$ cat src/hdl/bapc_pkg.sv
// shared types, constants and the divider step for the block average converter
// no dependencies
`timescale 1ns / 1ps
`default_nettype none

package bapc_pkg;

   localparam int MAX_SAMPLES = 1024;

   // field widths
   localparam int TIME_W = 32;
   localparam int TEMP_W = 16;
   localparam int PRES_W = 12;
   localparam int MT_W   = 31;
   localparam int TD_W   = 20;
   localparam int PM_W   = 23;

   localparam int REQ_DATA_W = 64;
   localparam int RSP_DATA_W = 80;

   // configuration
   localparam int SCNT_W     = 11;
   localparam int REF_W      = 13;
   localparam int CSR_IDX_W  = 1;
   localparam int CSR_DATA_W = 13;
   localparam logic [CSR_IDX_W-1:0] CSR_SAMPLE_COUNT = 1'd0;
   localparam logic [CSR_IDX_W-1:0] CSR_REF_VOLTAGE  = 1'd1;
   localparam logic [SCNT_W-1:0]    SAMPLE_COUNT_RST = 11'd10;
   localparam logic [REF_W-1:0]     REF_VOLTAGE_RST  = 13'd3300;

   // running sums
   localparam int TSUM_W = 42;
   localparam int MSUM_W = 26;
   localparam int PSUM_W = 22;
   localparam int PNUM_W = REF_W + PSUM_W;

   // shared divider: 51-bit dividend, 22-bit divisor, 32 quotient bits, two per cycle
   localparam int NUM_W     = 51;
   localparam int DEN_W     = 22;
   localparam int QUO_W     = 32;
   localparam int DIV_STEPS = QUO_W / 2;
   localparam int DCNT_W    = $clog2(DIV_STEPS);

   localparam int TIME_DIV = 1000;
   localparam int ADC_FULL = 4095;

   // pressure conversion
   localparam int V_W    = 29;
   localparam int GAIN_W = 26;
   localparam int PROD_W = (V_W + 1) + (GAIN_W + 1);
   localparam logic [GAIN_W-1:0] PRES_GAIN_Q16 = 26'd42364873;
   localparam logic [V_W:0]      OFFSET_Q16    = 30'd65536000;
   localparam int PRES_MAX = 4194303;
   localparam int PRES_MIN = -4194304;

   localparam int QUEUE_DEPTH = 2;

   typedef struct packed {
      logic        [TSUM_W-1:0] time_sum;
      logic signed [MSUM_W-1:0] temp_sum;
      logic        [PSUM_W-1:0] pres_sum;
      logic        [SCNT_W-1:0] n;
      logic        [REF_W-1:0]  ref_mv;
   } job_type;

   typedef struct packed {
      logic             start;
      logic [NUM_W-1:0] dividend;
      logic [DEN_W-1:0] divisor;
   } div_ctl_type;

   typedef struct packed {
      logic             done;
      logic [QUO_W-1:0] quotient;
   } div_sts_type;

   // one restoring step: returns {quotient bit, new remainder}
   function automatic logic [DEN_W:0] div_step(input logic [DEN_W-1:0] rem,
                                               input logic             din,
                                               input logic [DEN_W-1:0] den);
      logic [DEN_W:0] trial;
      logic [DEN_W:0] diff;
      trial = {rem, din};
      diff  = trial - {1'b0, den};
      if (trial >= {1'b0, den}) begin
         div_step = {1'b1, diff[DEN_W-1:0]};
      end else begin
         div_step = {1'b0, trial[DEN_W-1:0]};
      end
   endfunction

endpackage

`default_nettype wire

$ cat src/hdl/block_average_pt_converter_unit.sv
// Block-average converter for pressure/temperature sensor records. Records are
// taken at up to one per cycle and summed; when a window of sample_count records
// is complete (0 counts as 1, values above 1024 as 1024) the sums enter a two-entry
// job queue and the back end turns them into one result: mean time / 1000 in Q8,
// mean temperature in degrees Q8, and pressure in milliTorr. Each window takes
// the back end through three divisions (16 two-bit steps each) on one shared
// divider; a result held by rsp_tready stalls it. The front end keeps taking
// records while the back end converts earlier windows; req_tready drops only
// while the job queue is full.
// Top level: configuration registers and the front, queue, divider and back end.
// Depends on bapc_pkg, bapc_front, bapc_queue, bapc_div, bapc_back.
`timescale 1ns / 1ps
`default_nettype none

module block_average_pt_converter_unit import bapc_pkg::*; (
   input  wire logic                  clock,
   input  wire logic                  reset,
   // time_stamp[31:0], temp_code[47:32], pres_code[59:48], zero pad
   input  wire logic                  req_tvalid,
   output logic                       req_tready,
   input  wire logic [REQ_DATA_W-1:0] req_tdata,
   // mean_time_q8[30:0], temp_degrees_q8[50:31], pressure_mtorr[73:51], zero pad
   output logic                       rsp_tvalid,
   input  wire logic                  rsp_tready,
   output logic [RSP_DATA_W-1:0]      rsp_tdata,
   input  wire logic                  csr_valid,
   output logic                       csr_ready,
   input  wire logic [CSR_IDX_W-1:0]  csr_index,
   input  wire logic [CSR_DATA_W-1:0] csr_data
);

   logic [SCNT_W-1:0] sample_count_ff;
   logic [REF_W-1:0]  ref_voltage_ff;

   logic        q_push;
   logic        q_pop;
   logic        q_full;
   logic        q_empty;
   job_type     push_job;
   job_type     pop_job;
   div_ctl_type div_ctl;
   div_sts_type div_sts;

   assign csr_ready = 1'b1;

   always_ff @(posedge clock) begin
      if (reset) begin
         sample_count_ff <= SAMPLE_COUNT_RST;
         ref_voltage_ff  <= REF_VOLTAGE_RST;
      end else if (csr_valid) begin
         unique case (csr_index)
            CSR_SAMPLE_COUNT: sample_count_ff <= csr_data[SCNT_W-1:0];
            CSR_REF_VOLTAGE:  ref_voltage_ff  <= csr_data[REF_W-1:0];
            default: ;
         endcase
      end
   end

   bapc_front u_front (
      .clock        (clock),
      .reset        (reset),
      .req_tvalid   (req_tvalid),
      .req_tready   (req_tready),
      .req_tdata    (req_tdata),
      .sample_count (sample_count_ff),
      .ref_mv       (ref_voltage_ff),
      .q_full       (q_full),
      .push         (q_push),
      .push_job     (push_job)
   );

   bapc_queue u_queue (
      .clock    (clock),
      .reset    (reset),
      .push     (q_push),
      .push_job (push_job),
      .pop      (q_pop),
      .pop_job  (pop_job),
      .full     (q_full),
      .empty    (q_empty)
   );

   bapc_div u_div (
      .clock (clock),
      .reset (reset),
      .ctl   (div_ctl),
      .sts   (div_sts)
   );

   bapc_back u_back (
      .clock      (clock),
      .reset      (reset),
      .q_empty    (q_empty),
      .q_job      (pop_job),
      .q_pop      (q_pop),
      .div_ctl    (div_ctl),
      .div_sts    (div_sts),
      .rsp_tvalid (rsp_tvalid),
      .rsp_tready (rsp_tready),
      .rsp_tdata  (rsp_tdata)
   );

endmodule

`default_nettype wire

$ cat src/hdl/bapc_div.sv
// shared radix-4 restoring divider, two quotient bits per cycle
// depends on bapc_pkg
`timescale 1ns / 1ps
`default_nettype none

module bapc_div import bapc_pkg::*; (
   input  wire logic        clock,
   input  wire logic        reset,
   input  wire div_ctl_type ctl,
   output div_sts_type      sts
);

   logic              busy_ff;
   logic              done_ff;
   logic [DCNT_W-1:0] cnt_ff;
   logic [DEN_W-1:0]  rem_ff;
   logic [DEN_W-1:0]  den_ff;
   logic [QUO_W-1:0]  shf_ff;
   logic [DEN_W:0]    s1;
   logic [DEN_W:0]    s2;

   assign s1 = div_step(rem_ff, shf_ff[QUO_W-1], den_ff);
   assign s2 = div_step(s1[DEN_W-1:0], shf_ff[QUO_W-2], den_ff);

   always_ff @(posedge clock) begin
      if (reset) begin
         busy_ff <= 1'b0;
         done_ff <= 1'b0;
         cnt_ff  <= '0;
      end else begin
         done_ff <= 1'b0;
         if (ctl.start) begin
            busy_ff <= 1'b1;
            cnt_ff  <= '0;
         end else if (busy_ff) begin
            cnt_ff <= cnt_ff + 1'b1;
            if (cnt_ff == DCNT_W'(DIV_STEPS - 1)) begin
               busy_ff <= 1'b0;
               done_ff <= 1'b1;
            end
         end
      end
   end

   // top dividend bits are known to sit below the divisor, so they seed the remainder
   always_ff @(posedge clock) begin
      if (ctl.start) begin
         rem_ff <= {{(DEN_W - (NUM_W - QUO_W)){1'b0}}, ctl.dividend[NUM_W-1:QUO_W]};
         den_ff <= ctl.divisor;
         shf_ff <= ctl.dividend[QUO_W-1:0];
      end else if (busy_ff) begin
         rem_ff <= s2[DEN_W-1:0];
         shf_ff <= {shf_ff[QUO_W-3:0], s1[DEN_W], s2[DEN_W]};
      end
   end

   assign sts.done     = done_ff;
   assign sts.quotient = shf_ff;

endmodule

`default_nettype wire

$ cat src/hdl/bapc_queue.sv
// short job queue between the accumulator and the conversion back end
// depends on bapc_pkg
`timescale 1ns / 1ps
`default_nettype none

module bapc_queue import bapc_pkg::*; (
   input  wire logic    clock,
   input  wire logic    reset,
   input  wire logic    push,
   input  wire job_type push_job,
   input  wire logic    pop,
   output job_type      pop_job,
   output logic         full,
   output logic         empty
);

   localparam int Q_PTR_W = (QUEUE_DEPTH > 1) ? $clog2(QUEUE_DEPTH) : 1;
   localparam int Q_CNT_W = $clog2(QUEUE_DEPTH + 1);

   job_type              entry_ff [QUEUE_DEPTH];
   logic [Q_PTR_W-1:0]   wr_ptr_ff;
   logic [Q_PTR_W-1:0]   rd_ptr_ff;
   logic [Q_CNT_W-1:0]   fill_ff;
   logic                 do_push;
   logic                 do_pop;

   assign full    = (fill_ff == Q_CNT_W'(QUEUE_DEPTH));
   assign empty   = (fill_ff == '0);
   assign do_push = push & ~full;
   assign do_pop  = pop & ~empty;
   assign pop_job = entry_ff[rd_ptr_ff];

   function automatic logic [Q_PTR_W-1:0] ptr_next(input logic [Q_PTR_W-1:0] p);
      if (p == Q_PTR_W'(QUEUE_DEPTH - 1)) begin
         ptr_next = '0;
      end else begin
         ptr_next = p + 1'b1;
      end
   endfunction

   always_ff @(posedge clock) begin
      if (reset) begin
         wr_ptr_ff <= '0;
         rd_ptr_ff <= '0;
         fill_ff   <= '0;
      end else begin
         if (do_push) wr_ptr_ff <= ptr_next(wr_ptr_ff);
         if (do_pop)  rd_ptr_ff <= ptr_next(rd_ptr_ff);
         if (do_push && !do_pop) begin
            fill_ff <= fill_ff + 1'b1;
         end else if (do_pop && !do_push) begin
            fill_ff <= fill_ff - 1'b1;
         end
      end
   end

   always_ff @(posedge clock) begin
      if (do_push) entry_ff[wr_ptr_ff] <= push_job;
   end

endmodule

`default_nettype wire

$ cat src/hdl/bapc_front.sv
// record accumulator: keeps the three running sums and the record count,
// hands a finished window to the job queue; depends on bapc_pkg
`timescale 1ns / 1ps
`default_nettype none

module bapc_front import bapc_pkg::*; (
   input  wire logic                    clock,
   input  wire logic                    reset,
   input  wire logic                    req_tvalid,
   output logic                         req_tready,
   input  wire logic [REQ_DATA_W-1:0]   req_tdata,
   input  wire logic [SCNT_W-1:0]       sample_count,
   input  wire logic [REF_W-1:0]        ref_mv,
   input  wire logic                    q_full,
   output logic                         push,
   output job_type                      push_job
);

   logic        [TSUM_W-1:0] time_sum_ff;
   logic signed [MSUM_W-1:0] temp_sum_ff;
   logic        [PSUM_W-1:0] pres_sum_ff;
   logic        [SCNT_W-1:0] count_ff;

   logic        [TSUM_W-1:0] time_sum_in;
   logic signed [MSUM_W-1:0] temp_sum_in;
   logic        [PSUM_W-1:0] pres_sum_in;
   logic        [SCNT_W-1:0] count_in;

   logic        [TIME_W-1:0] ts;
   logic signed [TEMP_W-1:0] tc;
   logic        [PRES_W-1:0] pc;
   logic        [SCNT_W-1:0] win_len;
   logic                     accept;
   logic                     window_end;

   assign ts = req_tdata[TIME_W-1:0];
   assign tc = req_tdata[TIME_W+TEMP_W-1:TIME_W];
   assign pc = req_tdata[TIME_W+TEMP_W+PRES_W-1:TIME_W+TEMP_W];

   // zero acts as one, anything past the maximum is clamped
   always_comb begin
      win_len = sample_count;
      if (sample_count == '0) win_len = SCNT_W'(1);
      if (sample_count > SCNT_W'(MAX_SAMPLES)) win_len = SCNT_W'(MAX_SAMPLES);
   end

   assign req_tready = ~q_full;
   assign accept     = req_tvalid & ~q_full;

   assign time_sum_in = time_sum_ff + {{(TSUM_W - TIME_W){1'b0}}, ts};
   assign temp_sum_in = temp_sum_ff + {{(MSUM_W - TEMP_W){tc[TEMP_W-1]}}, tc};
   assign pres_sum_in = pres_sum_ff + {{(PSUM_W - PRES_W){1'b0}}, pc};
   assign count_in    = count_ff + 1'b1;

   // >= so a length lowered mid-window closes on the next record
   assign window_end = (count_in >= win_len);

   assign push              = accept & window_end;
   assign push_job.time_sum = time_sum_in;
   assign push_job.temp_sum = temp_sum_in;
   assign push_job.pres_sum = pres_sum_in;
   assign push_job.n        = count_in;
   assign push_job.ref_mv   = ref_mv;

   always_ff @(posedge clock) begin
      if (reset) begin
         time_sum_ff <= '0;
         temp_sum_ff <= '0;
         pres_sum_ff <= '0;
         count_ff    <= '0;
      end else if (accept) begin
         if (window_end) begin
            time_sum_ff <= '0;
            temp_sum_ff <= '0;
            pres_sum_ff <= '0;
            count_ff    <= '0;
         end else begin
            time_sum_ff <= time_sum_in;
            temp_sum_ff <= temp_sum_in;
            pres_sum_ff <= pres_sum_in;
            count_ff    <= count_in;
         end
      end
   end

endmodule

`default_nettype wire

$ cat src/hdl/bapc_back.sv
// conversion back end: pops a window, runs the three divisions on the shared
// divider, applies the pressure gain and holds the result; depends on bapc_pkg
`timescale 1ns / 1ps
`default_nettype none

module bapc_back import bapc_pkg::*; (
   input  wire logic                    clock,
   input  wire logic                    reset,
   input  wire logic                    q_empty,
   input  wire job_type                 q_job,
   output logic                         q_pop,
   output div_ctl_type                  div_ctl,
   input  wire div_sts_type             div_sts,
   output logic                         rsp_tvalid,
   input  wire logic                    rsp_tready,
   output logic [RSP_DATA_W-1:0]        rsp_tdata
);

   typedef enum logic [5:0] {
      ST_IDLE     = 6'b000001,
      ST_PREP     = 6'b000010,
      ST_DIV_GO   = 6'b000100,
      ST_DIV_WAIT = 6'b001000,
      ST_MUL      = 6'b010000,
      ST_OUT      = 6'b100000
   } state_type;

   typedef enum logic [1:0] {
      SEL_TIME = 2'd0,
      SEL_TEMP = 2'd1,
      SEL_PRES = 2'd2
   } div_sel_type;

   state_type                 state_ff;
   state_type                 state_in;
   div_sel_type               sel_ff;

   job_type                   job_ff;
   logic        [DEN_W-1:0]   den_time_ff;
   logic        [DEN_W-1:0]   den_pres_ff;
   logic        [PNUM_W-1:0]  num_pres_ff;
   logic                      temp_neg_ff;
   logic        [MSUM_W-1:0]  temp_mag_ff;
   logic        [MT_W-1:0]    mt_ff;
   logic        [TEMP_W-1:0]  tmean_ff;
   logic        [V_W-1:0]     v_ff;
   logic signed [PROD_W-1:0]  prod_ff;

   logic                      rsp_valid_ff;
   logic        [RSP_DATA_W-1:0] rsp_data_ff;

   logic signed [V_W:0]       vdiff;
   logic signed [GAIN_W:0]    gain_s;
   logic signed [PROD_W-1:0]  p_adj;
   logic signed [PROD_W-33:0] p_sh;
   logic        [PM_W-1:0]    p_sat;
   logic        [TEMP_W-1:0]  q_temp;
   logic                      out_free;

   assign out_free = ~rsp_valid_ff | rsp_tready;
   assign q_pop    = (state_ff == ST_IDLE) & ~q_empty;

   always_comb begin
      state_in = state_ff;
      unique case (state_ff)
         ST_IDLE:     if (!q_empty) state_in = ST_PREP;
         ST_PREP:     state_in = ST_DIV_GO;
         ST_DIV_GO:   state_in = ST_DIV_WAIT;
         ST_DIV_WAIT: begin
            if (div_sts.done) state_in = (sel_ff == SEL_PRES) ? ST_MUL : ST_DIV_GO;
         end
         ST_MUL:      state_in = ST_OUT;
         ST_OUT:      if (out_free) state_in = ST_IDLE;
         default:     state_in = ST_IDLE;
      endcase
   end

   // divider operands by which quotient is due
   always_comb begin
      div_ctl.start = (state_ff == ST_DIV_GO);
      case (sel_ff)
         SEL_TIME: begin
            div_ctl.dividend = {1'b0, job_ff.time_sum, 8'h00};
            div_ctl.divisor  = den_time_ff;
         end
         SEL_TEMP: begin
            div_ctl.dividend = {{(NUM_W - MSUM_W){1'b0}}, temp_mag_ff};
            div_ctl.divisor  = {{(DEN_W - SCNT_W){1'b0}}, job_ff.n};
         end
         default: begin
            div_ctl.dividend = {num_pres_ff, 16'h0000};
            div_ctl.divisor  = den_pres_ff;
         end
      endcase
   end

   assign q_temp = div_sts.quotient[TEMP_W-1:0];

   // pressure: (v - 1000 mV) * gain / 2^32, truncated toward zero, then clamped
   assign vdiff  = $signed({1'b0, v_ff}) - $signed(OFFSET_Q16);
   assign gain_s = $signed({1'b0, PRES_GAIN_Q16});
   assign p_adj  = prod_ff + (prod_ff[PROD_W-1] ? $signed(PROD_W'(33'h0FFFFFFFF))
                                                : $signed(PROD_W'(0)));
   assign p_sh   = p_adj[PROD_W-1:32];

   always_comb begin
      if (p_sh > $signed((PROD_W-32)'(PRES_MAX))) begin
         p_sat = PM_W'(PRES_MAX);
      end else if (p_sh < $signed((PROD_W-32)'(PRES_MIN))) begin
         p_sat = PM_W'(PRES_MIN);
      end else begin
         p_sat = p_sh[PM_W-1:0];
      end
   end

   always_ff @(posedge clock) begin
      if (reset) begin
         state_ff <= ST_IDLE;
         sel_ff   <= SEL_TIME;
      end else begin
         state_ff <= state_in;
         if (state_ff == ST_PREP) begin
            sel_ff <= SEL_TIME;
         end else if (state_ff == ST_DIV_WAIT && div_sts.done) begin
            case (sel_ff)
               SEL_TIME: sel_ff <= SEL_TEMP;
               default:  sel_ff <= SEL_PRES;
            endcase
         end
      end
   end

   always_ff @(posedge clock) begin
      if (q_pop) job_ff <= q_job;
      if (state_ff == ST_PREP) begin
         den_time_ff <= {{(DEN_W - SCNT_W){1'b0}}, job_ff.n} * DEN_W'(TIME_DIV);
         den_pres_ff <= {{(DEN_W - SCNT_W){1'b0}}, job_ff.n} * DEN_W'(ADC_FULL);
         num_pres_ff <= {{(PNUM_W - REF_W){1'b0}}, job_ff.ref_mv}
                        * {{(PNUM_W - PSUM_W){1'b0}}, job_ff.pres_sum};
         temp_neg_ff <= job_ff.temp_sum[MSUM_W-1];
         temp_mag_ff <= job_ff.temp_sum[MSUM_W-1] ? MSUM_W'(-job_ff.temp_sum)
                                                  : MSUM_W'(job_ff.temp_sum);
      end
      if (state_ff == ST_DIV_WAIT && div_sts.done) begin
         case (sel_ff)
            SEL_TIME: mt_ff    <= div_sts.quotient[MT_W-1:0];
            SEL_TEMP: tmean_ff <= temp_neg_ff ? (~q_temp + 1'b1) : q_temp;
            default:  v_ff     <= div_sts.quotient[V_W-1:0];
         endcase
      end
      if (state_ff == ST_MUL) prod_ff <= vdiff * gain_s;
   end

   // output register, parts the back end from the result consumer
   always_ff @(posedge clock) begin
      if (reset) begin
         rsp_valid_ff <= 1'b0;
      end else if (state_ff == ST_OUT && out_free) begin
         rsp_valid_ff <= 1'b1;
      end else if (rsp_tready) begin
         rsp_valid_ff <= 1'b0;
      end
   end

   always_ff @(posedge clock) begin
      if (state_ff == ST_OUT && out_free) begin
         rsp_data_ff <= {{(RSP_DATA_W - MT_W - TD_W - PM_W){1'b0}},
                         p_sat, tmean_ff, 4'h0, mt_ff};
      end
   end

   assign rsp_tvalid = rsp_valid_ff;
   assign rsp_tdata  = rsp_data_ff;

endmodule

`default_nettype wire

$ cat config.mk
export PLATFORM = sky130hd
export DESIGN_NAME = block_average_pt_converter_unit
export DESIGN_NICKNAME = d
export VERILOG_FILES = /design/src/hdl/bapc_pkg.sv /design/src/hdl/block_average_pt_converter_unit.sv /design/src/hdl/bapc_div.sv /design/src/hdl/bapc_queue.sv /design/src/hdl/bapc_front.sv /design/src/hdl/bapc_back.sv
export SDC_FILE = /design/constraint.sdc
export NUM_CORES = 2
export LEC_CHECK = 0
export BUFFER_PORTS_ARGS = -buffer_cell sky130_fd_sc_hd__buf_2
export CAP_MARGIN = 20
export CORE_MARGIN = 2
export CORE_UTILIZATION = 60
export CTS_CLUSTER_SIZE = 14
export DETAILED_ROUTE_END_ITERATION = 10
export GPL_TIMING_DRIVEN = 0
export PLACE_DENSITY = 0.89
export SLEW_MARGIN = 5
export SYNTH_ARGS = -nofsm -noshare
export SYNTH_HDL_FRONTEND = slang
export SYNTH_SLANG_ARGS = --single-unit
$ cat constraint.sdc
create_clock -name clock -period 14.2 [get_ports clock]
set_input_delay 2.84 -clock clock [delete_from_list [all_inputs] [get_ports clock]]
set_output_delay 2.84 -clock clock [all_outputs]
set_load 0.03 [all_outputs]
==> Yosys cells after proc, flatten, opt, wreduce, memory -nomap -nowiden <==
Memory sizes are Yosys's and may differ from the RTL's. A register that Yosys moved wholly into a read port is not among the register bits.
Cells that the tools add are included.
Widths: inputs -> output; s select.
{ "totals": {"register_bits": 525, "latch_bits": 0, "ram_bits": 228, "romBits": 0, "input_bits": 83, "output_inout_bits": 83, "wordCells": 140, "memories": 1} }
{ "mem_list": {"columns": ["memory", "words", "word_bits", "read_ports", "rd_ports_with_merged_regs", "write_ports", "line", "source"], "rows": [
  ["u_queue.entry_ff", 2, 114, 1, 1, 1, "bapc_queue.sv:20", "job_type entry_ff [QUEUE_DEPTH];"]
]} }
{ "op_classes": {"n_addsub": 15, "n_mul": 4, "div": 0, "magnitude_cmp": 6, "n_eq_ne": 13, "shifts": 0, "muxes": 35, "bitwise_logic": 13, "reduce_logical": 22} }
{ "op_table": {"columns": ["cell", "n"], "rows": [
  ["$pmux 73 s2", 1],
  ["$mux 32", 3],
  ["$mux 23", 3],
  ["$add 57x57->57", 1],
  ["$mul 30x27->57 const B", 1],
  ["$ge 23x22->1", 2],
  ["$sub 22x22->22", 2],
  ["$add 42x32->42", 1],
  ["$mux 42", 1],
  ["$mux 19", 2],
  ["$pmux 6 s6", 1],
  ["$mul 13x22->35", 1],
  ["$mux 11", 3],
  ["$sub 29x26->30 const B", 1],
  ["$add 26x26->26", 1],
  ["$mux 26", 1],
  ["$neg 26->26", 1],
  ["$gt 25x23->1 const B", 1],
  ["$lt 25x23->1 const B", 1],
  ["$mux 25", 1],
  ["$add 22x12->22", 1],
  ["$mul 11x12->22 const B", 1],
  ["$mux 22", 1],
  ["$mul 11x7->18 const B", 1],
  ["other kinds (37)", 75]
]} }

==> Longest topological paths before layout <==
{ "logic_depth": {"ltp_word": 10, "depth_mapped": 34, "depth_no_buf": 32} }

==> Modules after synthesis <==
From an unflattened synthesis, not the netlist that was laid out.
{ "unflattened": {"hier_cells": 5959, "hier_area_um2": 66985.5} }
{ "by_module_without_submodules": {"columns": ["mod", "n_inst", "cells_per_inst", "area_each_um2", "seq_area_each_um2"], "rows": [
  ["bapc_back", 1, 3905, 43284.0, 12732.2],
  ["bapc_queue", 1, 380, 8692.1, 6946.7],
  ["bapc_front", 1, 1026, 8226.6, 2021.9],
  ["bapc_div", 1, 548, 5755.5, 2372.3],
  ["block_average_pt_converter_unit", 1, 100, 1027.2, 480.5]
]} }

==> Worst setup path before layout <==
OpenSTA, ideal clock, no wires.
{ "synth_path": {"kind": "input to register", "from": "in req_tvalid", "to": "mem u_queue.entry_ff[0][0] (netlist bit), enable pin", "setup_ns": 0.726, "t_arrival_ns": 11.001, "t_required_ns": 13.474, "slack_ns": 2.472, "cell_stages": 4, "n_path_buf": 2, "path_cell_list": "nand2_1 -> clkbuf_1 -> clkbuf_1 -> nor3_1"} }
{ "synth_via": {"elab_chain_cells": 5} }
{ "synth_lines": {"columns": ["element", "line", "source"], "rows": [
  ["start: declaration", "block_average_pt_converter_unit.sv:19", "input wire logic req_tvalid,"],
  ["$and 1x1->1", "bapc_front.sv:48", "assign accept = req_tvalid & ~q_full;"],
  ["$and 1x1->1", "bapc_front.sv:58", "assign push = accept & window_end;"],
  ["$and 1x1->1", "bapc_queue.sv:29", "assign do_push = push & ~full;"],
  ["$mux 1", "bapc_queue.sv:58", "if (do_push) entry_ff[wr_ptr_ff] <= push_job;"],
  ["$mux 1 (implied by the code)", "bapc_queue.sv:58", null],
  ["end: declaration", "bapc_queue.sv:20", null]
]} }
No other way between the ends.

==> Worst setup path after layout <==
{ "layout_path": {"from": "reg u_back.v_ff[19]", "to": "reg u_back.prod_ff[54], data pin"} }
{ "layout_via": {"elab_chain_cells": 2} }
{ "layout_lines": {"columns": ["element", "line", "source"], "rows": [
  ["start: declaration", "bapc_back.sv:46", "logic [V_W-1:0] v_ff;"],
  ["start signal: assignment", "bapc_back.sv:148", "default: v_ff <= div_sts.quotient[V_W-1:0];"],
  ["$sub 29x26->30", "bapc_back.sv:100", "assign vdiff = $signed({1'b0, v_ff}) - $signed(OFFSET_Q16);"],
  ["$mul 30x27->57", "bapc_back.sv:151", "if (state_ff == ST_MUL) prod_ff <= vdiff * gain_s;"],
  ["end signal: assignment", "bapc_back.sv:151", null],
  ["end: declaration", "bapc_back.sv:47", "logic signed [PROD_W-1:0] prod_ff;"]
]} }
No other way between the ends.
A chain may end at the register's enable or synchronous reset.

==> flow_summary.toml <==
[critical_path]
crit_buf_inv = 8
start_kind = "flip-flop"
reg2reg_from = "u_back.v_ff[19]$_DFFE_PP_"
cp-startpoint = "u_back.v_ff[19]$_DFFE_PP_"
cpLargestDelayFamily = "adder cells"
worst-setup-path-type = "flip-flop to flip-flop"
critical_path.max_stage_delay_ns = 0.74
required_ns = 14.61
slowest_stage = "nor4_1"
crit_top_cell = "inv_1"
worstPathArrival_ns = 10.32
path_max_fanout = 22
cp-end-kind = "flip-flop"

[global_route]
overflow = 0
grt_antenna_before_repair = 4
grt_max_degree = 65
grtUsageTotal_pct = 29.9
grt_pass1_vias = 48129
grt_pass1_wl_um = 260000

[floorplan]
io_pins = 166
std_cell_rows = 121
dieHeight_um = 334
initial_core_util_pct = 60.3
die-area_um2 = 112000
core_um2 = 109000
die_w_um = 334

[clock_network]
cts_tree = "yes"
ctsHtreeMaxLevel = 3
cts_resized = 0
ctsRootBufferMaster = "clkbuf_16"
cts_buffer_depth = 3
cts_hold_buf = 0
cts-buffers-inserted = 88
path_clk_slew_ns = 0.06
cts_setup_buffers = 0
insertion_delay_ns = 0.71
clkSinkCount = 866

[sta]
tightestPinTransition_ns = 1.02
skew_ns = 0.0397
hold_viol = 0
fin_crit_sh_pct = 69.8
min_period_ns = 9.91
whs_ns = 0.418
rsz0062_at_grt = "false"
relSlewSlack_pct = 31.5
setup_viol = 0
drv_slew = 0
max_clock_freq_mhz = 101

[route]
drtAntennaViolNets = 0
drt-met1-wl_um = 61400
drc = 0
vias = 46313
dr_wl_met2_um = 80200
wl_met3_um = 14900
drt-wirelength-per-cell_um = 21.5
viasPerCell = 6.03
wl_um = 166000
top_layer = "met5"
firstDrtPassIters = 6
first_iter_violations = 4257

[placement]
gp_congestion = 1.01
placed_cell_area_um2 = 68600
dpl.hpwl_um = 127000
io_buffers = 150

[run_status]
outcome = "complete, no violations"

[final_layout]
area_growth_pct = 9.27
multi_input_area_um2 = 36700
antenna_cells = 0
drive_gt1_share_pct = 8.32
seqCellArea_um2 = 24500
nets = 7500
fin_area_um2 = 71600
fillers = 7475

[synth]
syn_inst = 5913
yosysWarnings = 0
ys_ff_latch = 866
synth-seq-area-share_pct = 37.5
synth_ff_type = "edfxtp_1"
synthesis.area_um2 = 65500
ys_types = 86
synth_edf_count = 719
postSynthAreaPerCell_um2 = 11.1
synthArstFlopShare_pct = 0

[worst_hold_path]
worstHoldStart = "u_back.tmean_ff[4]$_DFFE_PP_"
min_path_type = "flip-flop to flip-flop"

[flow_run]
maxCapViolations = 0
[state kept, by name (all words and copies together), names as in the netlist, 17 cells and up]
register and count:
u_back.prod_ff 57, u_front.temp_sum_ff 26, u_div.shf_ff 32, u_back.den_pres_ff 22, u_back.rsp_tdata 70, u_back.v_ff 29
u_back.temp_mag_ff 26, u_back.num_pres_ff 35, u_back.job_ff 114, u_queue.entry_ff 228, u_back.mt_ff 31, u_front.pres_sum_ff 22
u_div.den_ff 22, u_front.time_sum_ff 42, u_div.rem_ff 22, u_back.den_time_ff 17
[cells in the mapped netlist, drive strengths merged (6+ instances only)]
master	instances	area share, %
a211oi	23	0.28
a21boi	14	0.16
a21o	115	1.3
a21oi	293	2.2
a221oi	27	0.36
a22o	30	0.40
a22oi	22	0.25
a311oi	6	0.090
a31oi	29	0.28
a41oi	11	0.16
and2	148	1.4
and3	31	0.30
buf	39	0.35
clkbuf	157	0.90
dfxtp	147	4.5
edfxtp	719	33
fa	608	19
ha	611	12
inv	931	5.3
mux2	122	2.1
mux2i	38	0.58
nand2	470	2.7
nand2b	33	0.32
nand3	97	0.74
nand3b	25	0.29
nand4	33	0.32
nor2	224	1.3
nor2b	31	0.30
nor3	66	0.50
nor4	18	0.17
o2111ai	6	0.080
o211ai	17	0.20
o21a	36	0.41
o21ai	213	1.7
o21bai	33	0.38
o22ai	6	0.057
o31ai	30	0.35
o41ai	14	0.19
or2	8	0.076
or3	19	0.19
or4	15	0.17
xnor2	239	3.2
xor2	101	1.4
[cell type report]
type / count / share of cell area, %
buffer: 196 / 1.15
clock buffer: 117 / 3.37
clock inverter: 47 / 0.799
inverter: 933 / 4.89
multi-input combinational: 3927 / 51.3
sequential: 866 / 34.3
tap: 1414 / 2.47
timing repair buffer: 186 / 1.73
[worst reg2reg max path, delay by kind of cell, from the launching register on]
| family | cells | cell delay [ns] |
|---|---|---|
| fa+ha+maj | 9 | 3.89 |
| buf+inv | 8 | 1.74 |
| simple gates | 6 | 1.69 |
| compound gates | 6 | 1.55 |
| flops | 1 | 0.53 |
| xor+xnor | 2 | 0.26 |
[final timing paths]
check / end / slack, ns / cells past startpoint
hold reg to reg: u_back.rsp_tdata[39]$_DFFE_PP_ / 0.42 / 0
hold / removal: u_back.rsp_tdata[39]$_DFFE_PP_ / 0.42 / 0
setup reg to reg: u_back.prod_ff[54]$_DFFE_PP_ / 4.29 / 31
setup / recovery: u_back.prod_ff[54]$_DFFE_PP_ / 4.29 / 31
[stage by stage]
step	setup slack [ns]	std cells	util, %	TNS [ns]
finish	4.29	7686	65.9	0
global route	3.81	7686	65.9	0
detailed placement	4.50	7522	63.2	0
floorplan	2.47	5922	-	0
global placement	-1.49	7486	62.7	-168.13
CTS	4.46	7686	65.9	0
[cells by family after synthesis]
| group | share of synthesized area (%) |
|---|---|
| adder cells (fa/ha/maj) | 30.3 |
| multiplexers | 2.68 |
| AO/OA/AOI/OAI | 9.43 |
| other | 0.0115 |
| flip-flops | 37.5 |
| XOR/XNOR | 4.55 |
| AND/OR/NAND/NOR | 9.02 |
| buffers and inverters | 6.60 |
[placed cells by master (no fill, tap or decap), types with 101 or more instances in the layout]
| master | n |
|---|---|
| nand2_1 | 469 |
| edfxtp_1 | 719 |
| fa_1 | 608 |
| xnor2_1 | 238 |
| xor2_1 | 101 |
| a21o_1 | 115 |
| inv_1 | 930 |
| buf_2 | 160 |
| dfxtp_1 | 147 |
| a21oi_1 | 292 |
| mux2_2 | 122 |
| ha_1 | 611 |
| o21ai_0 | 197 |
| nor2_1 | 223 |
| and2_1 | 147 |
| clkbuf_1 | 175 |
[metal layers]
layer / track usage [%] / vias to the layer above
met1: 36.5 / 22633
met4: 14.9 / 8
met2: 50.9 / 2462
li1: - / 20604
met3: 5.73 / 606
met5: 0 / -
Power is not shown: default switching activity piles up to over one toggle a cycle in this logic, so the estimate is an artifact.
